==> config.mk <==
export PLATFORM = sky130hd
export DESIGN_NAME = dsam_front_flat
export DESIGN_NICKNAME = d
export VERILOG_FILES = /design/src/dsam_pkg.sv /design/src/dsam_if.sv /design/src/dsam_front.sv /design/src/flat_wrapper.sv
export SDC_FILE = /design/constraint.sdc
export NUM_CORES = 1
export LEC_CHECK = 0
export BUFFER_PORTS_ARGS = -buffer_cell sky130_fd_sc_hd__buf_2
export CAP_MARGIN = 20
export CORE_MARGIN = 2
export CORE_UTILIZATION = 50
export DETAILED_ROUTE_END_ITERATION = 8
export GPL_TIMING_DRIVEN = 0
export PLACE_DENSITY_LB_ADDON = 0.3
export SYNTH_ARGS = -nofsm -noshare
export SYNTH_HDL_FRONTEND = slang
export SYNTH_SLANG_ARGS = --single-unit
export TNS_END_PERCENT = 5
==> constraint.sdc <==
create_clock -name clk_i -period 4.7 [get_ports clk_i]
set_input_delay 0.705 -clock clk_i [delete_from_list [all_inputs] [get_ports clk_i]]
set_output_delay 0.705 -clock clk_i [all_outputs]
set_load 0.01 [all_outputs]
==> src/dsam_pkg.sv <==
// ----------------------------------------------------------------------------
// dsam_pkg
// Shared types, codes and sizes for the domain scope allowlist matcher.
// ----------------------------------------------------------------------------
`default_nettype none

package dsam_pkg;

  localparam int TABLE_ENTRIES = 256;
  localparam int NAME_CHARS    = 128;
  localparam int MAX_KEEP      = NAME_CHARS - 1;
  localparam int IDX_W         = $clog2(NAME_CHARS);
  localparam int ENT_W         = $clog2(TABLE_ENTRIES);
  localparam int CNT_W         = $clog2(TABLE_ENTRIES + 1);
  localparam int TXT_AW        = ENT_W + IDX_W;
  localparam int QUEUE_DEPTH   = 4;
  localparam int QPTR_W        = $clog2(QUEUE_DEPTH);

  localparam logic [1:0] FUNC_LOAD  = 2'd0;
  localparam logic [1:0] FUNC_CHECK = 2'd1;
  localparam logic [1:0] FUNC_CLEAR = 2'd2;

  localparam logic [1:0] RK_LOAD  = 2'd0;
  localparam logic [1:0] RK_CHECK = 2'd1;
  localparam logic [1:0] RK_CLEAR = 2'd2;

  localparam logic [1:0] V_INSCOPE  = 2'd0;
  localparam logic [1:0] V_OUTSCOPE = 2'd1;
  localparam logic [1:0] V_NOAPPR   = 2'd2;
  localparam logic [1:0] V_NOENT    = 2'd3;

  typedef enum logic [1:0] {
    OP_LOAD,
    OP_CHECK,
    OP_CLEAR
  } op_e;

  typedef enum logic [2:0] {
    ST_IDLE,
    ST_META,
    ST_DEC,
    ST_CRD,
    ST_CCMP,
    ST_EMIT
  } eng_state_e;

  typedef struct packed {
    op_e         op;
    logic [7:0]  ch;
    logic        last;
    logic        wild;
    logic        appr;
    logic [31:0] fnum;
  } item_t;

  typedef struct packed {
    logic  valid;
    item_t item;
  } qhead_t;

endpackage

`default_nettype wire

==> src/dsam_if.sv <==
// ----------------------------------------------------------------------------
// dsam_if
// Valid/ready channels for input items and result items.
// ----------------------------------------------------------------------------
`default_nettype none

interface dsam_in_if;
  logic        valid;
  logic        ready;
  logic [1:0]  func;
  logic [7:0]  char_byte;
  logic        last_char;
  logic        wildcard_entry;
  logic        approved;
  logic [31:0] finding_number;

  modport source (output valid, func, char_byte, last_char, wildcard_entry, approved,
                  finding_number, input ready);
  modport sink (input valid, func, char_byte, last_char, wildcard_entry, approved,
                finding_number, output ready);
endinterface


`default_nettype wire

==> src/dsam_front.sv <==
// ----------------------------------------------------------------------------
// dsam_front
// Accepts input transactions, classifies them and queues them for the engine.
// ----------------------------------------------------------------------------
`default_nettype none

module dsam_front import dsam_pkg::*; (
  input  wire logic   clk_i,
  input  wire logic   rst_ni,
  dsam_in_if.sink     in_i,
  output qhead_t      head_o,
  input  wire logic   pop_i
);

  item_t             mem_q [QUEUE_DEPTH];
  logic [QPTR_W-1:0] wr_q, rd_q;
  logic [QPTR_W:0]   cnt_q;
  logic              push, pop, drop;
  item_t             cls;

  assign in_i.ready = (cnt_q != (QPTR_W+1)'(QUEUE_DEPTH));

  always_comb begin
    cls.ch   = in_i.char_byte;
    cls.last = in_i.last_char;
    cls.wild = in_i.wildcard_entry;
    cls.appr = in_i.approved;
    cls.fnum = in_i.finding_number;
    drop     = 1'b0;
    case (in_i.func)
      FUNC_LOAD:  cls.op = OP_LOAD;
      FUNC_CHECK: cls.op = OP_CHECK;
      FUNC_CLEAR: cls.op = OP_CLEAR;
      default: begin
        cls.op = OP_CLEAR;
        drop   = 1'b1;  // unused selector, no effect
      end
    endcase
  end

  assign push = in_i.valid && in_i.ready && !drop;
  assign pop  = pop_i && (cnt_q != '0);

  always_ff @(posedge clk_i) begin
    if (push) mem_q[wr_q] <= cls;
  end

  always_ff @(posedge clk_i or negedge rst_ni) begin
    if (!rst_ni) begin
      wr_q  <= '0;
      rd_q  <= '0;
      cnt_q <= '0;
    end else begin
      if (push) wr_q <= wr_q + 1'b1;
      if (pop)  rd_q <= rd_q + 1'b1;
      case ({push, pop})
        2'b10:   cnt_q <= cnt_q + 1'b1;
        2'b01:   cnt_q <= cnt_q - 1'b1;
        default: cnt_q <= cnt_q;
      endcase
    end
  end

  assign head_o.valid = (cnt_q != '0);
  assign head_o.item  = mem_q[rd_q];

endmodule

`default_nettype wire

==> src/flat_wrapper.sv <==
// flat-port wrapper written by rule: the top's interface ports become plain ports
module dsam_front_flat import dsam_pkg::*;
  (clk_i, rst_ni, head_o, pop_i, in_i_valid, in_i_func, in_i_char_byte, in_i_last_char, in_i_wildcard_entry, in_i_approved, in_i_finding_number, in_i_ready);
  dsam_in_if in_i_i ();
  input  wire logic clk_i;
  input  wire logic rst_ni;
  output qhead_t head_o;
  input  wire logic pop_i;
  input wire logic [$bits(in_i_i.valid)-1:0] in_i_valid;
  input wire logic [$bits(in_i_i.func)-1:0] in_i_func;
  input wire logic [$bits(in_i_i.char_byte)-1:0] in_i_char_byte;
  input wire logic [$bits(in_i_i.last_char)-1:0] in_i_last_char;
  input wire logic [$bits(in_i_i.wildcard_entry)-1:0] in_i_wildcard_entry;
  input wire logic [$bits(in_i_i.approved)-1:0] in_i_approved;
  input wire logic [$bits(in_i_i.finding_number)-1:0] in_i_finding_number;
  output wire logic [$bits(in_i_i.ready)-1:0] in_i_ready;
  assign in_i_i.valid = in_i_valid;
  assign in_i_i.func = in_i_func;
  assign in_i_i.char_byte = in_i_char_byte;
  assign in_i_i.last_char = in_i_last_char;
  assign in_i_i.wildcard_entry = in_i_wildcard_entry;
  assign in_i_i.approved = in_i_approved;
  assign in_i_i.finding_number = in_i_finding_number;
  assign in_i_ready = in_i_i.ready;
  dsam_front u_core (.clk_i(clk_i), .rst_ni(rst_ni), .in_i(in_i_i), .head_o(head_o), .pop_i(pop_i));
endmodule
Word level (Yosys, flattened, before mapping)

Memories as Yosys holds them, arrays and structs flattened.
Index checks and enable logic that the tools add are counted.

Output and inout port bits: 47
Word-level logic and storage cells: 24
Bits of input ports: 49
RAM bits: 180
Register bits after elaboration: 7
Memories: 1

Equality and inequality tests: 5
Add/subtract/negate cells: 4
Reductions and logical operators: 7
Multiplexer cells: 4

Memory list:

| memory       | words | bits a word | read ports | clocked after Yosys merged registers in | write ports | RTL line         | text |
|---|---|---|---|---|---|---|---|
| u_core.mem_q | 4     | 45          | 1          | 0                                       | 1           | dsam_front.sv:15 | `item_t mem_q [QUEUE_DEPTH];` |

Operators by type and width:

| operator            | number |
|---|---|
| $pmux 3 s2          | 1 |
| $add 2x1->2 const B | 2 |
| $eq 2x1->1 const B  | 2 |
| $eq 2x2->1 const B  | 2 |
| $pmux 2 s2          | 1 |
| $add 3x1->3 const B | 1 |
| $logic_and 1x1->1   | 3 |
| $ne 3x3->1 const B  | 1 |
| $reduce_bool 3->1   | 1 |
| $reduce_or 3->1     | 1 |
| $sub 3x1->3 const B | 1 |
| $logic_not 2->1     | 1 |
| $mux 1              | 2 |
| $reduce_bool 2->1   | 1 |

Depth between registers and ports, before layout

Depth after elaboration: 5
Depth in mapped cells: 10

Worst setup path before layout

Ideal clock, no wire load.

Kind: input to register
Start point: input port in_i_func[0]
End point: memory u_core.mem_q[1][0] (netlist bit), enable pin
Path slack: 2.177 ns
Data arrival time: 2.116 ns
Setup time: 0.407 ns
Required time: 4.293 ns
Buffers on the path: 1
Stages on the path: 4
Cells stage by stage: nand2_1 -> and3_1 -> buf_6 -> and2_1

Cells in the longest elaborated chain, start to end: 5
Elaborated cells on any way between the ends: 7
Classes of those cells: eq/ne (2); mux (2); reduce/logical (3)

RTL lines:

| item                                     | RTL line           | text |
|---|---|---|
| start: declaration                       | flat_wrapper.sv:10 | `input wire logic [$bits(in_i_i.func)-1:0] in_i_func;` |
| $eq 2x2->1, or another cell as far along | dsam_front.sv:30   | `case (in_i.func)` |
| $reduce_or 3->1 (no line) *              | --                 |  |
| $logic_and 1x1->1 *                      | dsam_front.sv:41   | `assign push = in_i.valid && in_i.ready && !drop;` |
| $mux 1 *                                 | dsam_front.sv:45   | `if (push) mem_q[wr_q] <= cls;` |
| $mux 1 (implied by the code) *           | dsam_front.sv:45   |  |
| end: declaration                         | dsam_front.sv:15   |  |

Every way passes the cells marked *; elsewhere a longest branch is shown, timed or not.

==> results.toml <==
[detailed_routing]
firstDrtPassIters = 4
drc = 0
dr.first_iter.drc_count = 257
wl_per_cell_um = 19.8
wirelength_um = 11500
ant_nets = 0
drt-vias-per-instance = 5.34
vias = 3115

[clock_tree]
clk_pin_slew_ps = 60
h-tree-depth = 4
cts_setup_buffers = 0
numClockSinks = 187
cts_tree = "done"
cts-hold-fix-buffers = 0
cts_made_buffers = 17
insertion_delay_ps = 420
cts-root-buf = "clkbuf_16"
cts_buffer_depth = 2
cts.repair.resized = 0

[floorplanning]
die_y_um = 122
num_io_pins = 96
dieArea_um2 = 14800
start_util_pct = 51.6
fp-row-count = 42
coreArea_um2 = 13400
die_x_um = 122

[outcome]
status = "finished clean"

[grt]
track_usage_pct = 16.9
grt_max_degree = 28
globalRouteOverflowTotal = 0
first_global_vias = 3252
antenna_found_initial = 0
grt_pass1_wl_um = 17900

[pwr]
ir_worst_vdd_uv = 289
pwr-share-comb_pct = 29.3
p_switching_mw = 1.40
swShare_pct = 28.3
p_leak_nw = 2.85
clkPwrFrac_pct = 26.2
seqPwrFrac_pct = 44.5
power_density_nw_per_um2 = 600
p_int_mw = 3.54

[synth]
synth.net_count = 331
avgSynthCellArea_um2 = 25.1
seq_area_frac_synth_pct = 80.7
synth_area_um2 = 6920
synth_cells = 276
async_reset_ff_share_pct = 3.74
ys.flop_type = "edfxtp_1"
synth_cell_type_count = 24
synth_edf_count = 180
yosysWarnings = 0
ys_ff_latch = 187

[timing]
fin_ws_ps = 1870
fin_skew_ps = 7.13
rsz0062_at_grt = "false"
period_minus_slack_ps = 2830
fin_tns_setup_ps = 0
period_share_pct = 60.2
tightest_slew_ps = 668
slew_viol_final = 0
fmax_mhz = 354
relSlewSlack_pct = 55.5
hold_viol = 0
setup_viol = 0

[place]
dp.cells = 551
place_congestion = 0.698
dpl_worst_slack_ps = 2260
hpwl_um = 6890
io_buffer_count = 95

[cells_and_area]
area_delta_synth_final_pct = 19.0
nFillCells = 979
fin_util_pct = 61.4
multi_input_area_um2 = 1250
nets = 449
area.sequential_um2 = 5580
stdcell_count = 583
drive_gt1_share_pct = 45.7
antenna_cells = 0

[setup_path]
path_class = "reg -> out"
critPathCaptureType = "output pin"
worst_ep_arrival_time_ps = 2120
cp_max_fo = 10
cp.required_ps = 3990
critPathLaunchType = "register"

[run]
maxCapViolations = 0

[min_path]
hold_path.class = "in -> async"
==> per-layer routing <==
metal  track usage [%]  vias up  part of all wire [%]
li1                  -     1400                     -
met1              23.0     1620                    44
met2              26.8       81                    51
met3              3.98       14                   3.8
met4              7.18        0                   1.5
met5                 0        -                     0
==> sequential cells by signal, summed over array words and instances, names as in the netlist <==
register,count
u_core.wr_q,2
u_core.mem_q,180
u_core.cnt_q,3
u_core.rd_q,2
==> stage by stage <==
step                      total power, mW  instance area, µm²  hold WS, ps
after floorplan                      3.17                6920          409
after global placement               3.66                7610          486
after detailed placement             3.71                7700          506
after CTS                            5.01                8230         95.4
after global routing                 5.19                8230          101
final                                4.94                8230          112
==> worst max-delay path, stage by stage, from the launching register on <==
cell	delay (ps)
dfrtp_1	310
buf_2	250
buf_1	550
mux4_2	420
buf_2	160
==> synthesized netlist by cell type, types with 2 or more instances <==
cell type	instances	area, µm²
xor2_1	3	26.3
nand2_1	2	7.51
ha_1	5	62.6
and2_2	3	22.5
xnor2_1	3	26.3
inv_1	6	22.5
dfrtp_1	7	175
buf_2	6	30.0
buf_1	3	11.3
edfxtp_1	180	5410
mux4_2	45	1010
==> cells by family after synthesis <==
family / share of synthesized area [%]
multiplexers: 15.0
XOR/XNOR: 0.760
buffers and inverters: 1.25
flip-flops: 80.7
AND/OR/NAND/NOR: 0.995
AO/OA/AOI/OAI: 0.145
adder cells (fa/ha/maj): 1.19
==> final timing paths <==
check                             startpoint             endpoint  slack [ps]  depth (start not counted)
max                           u_core.rd_q[1]           head_o[29]        1870                          4
min                                   rst_ni      u_core.cnt_q[1]         110                          1
max reg2reg                  u_core.cnt_q[0]      u_core.cnt_q[2]        2410                         10
min reg2reg                  u_core.cnt_q[2]      u_core.cnt_q[2]         510                          1
max in group asynchronous             rst_ni       u_core.wr_q[1]        4430                          1
min in group clk_i         in_i_char_byte[0]  u_core.mem_q[2][35]         500                          1
==> power by group through the flow <==
stage               sequential (mW)  clock (mW)  combinational (mW)
floorplan                      2.21           0               0.961
global placement               2.23           0                1.43
detailed placement             2.23           0                1.48
CTS                            2.20        1.32                1.49
global route                   2.22        1.39                1.58
finish                         2.20        1.29                1.45
==> layout by cell type (no fill, tap or decap), types with 2 or more instances in the layout <==
cell type   Yosys  final
buf_12          0      4
and2_2          3      4
nand2_1         2      2
dfrtp_1         7      7
clkinv_2        0      3
clkbuf_1        1      4
buf_1           3      3
mux4_2         45     45
ha_1            5      5
edfxtp_1      180    180
xor2_1          3      3
buf_2           6    101
xnor2_1         3      3
clkbuf_16       0     17
clkinvlp_4      0      4
clkinv_1        0      2
inv_1           6      6
==> area by class of cell <==
cell class	instances	area share, %
sequential	187	67.8
multi-input combinational	71	15.2
timing repair buffer	99	6.75
clock buffer	20	5.30
tap	176	2.67
clock inverter	12	1.22
buffer	12	0.775
inverter	6	0.274
Note: power is estimated with default switching activity, not from simulation.
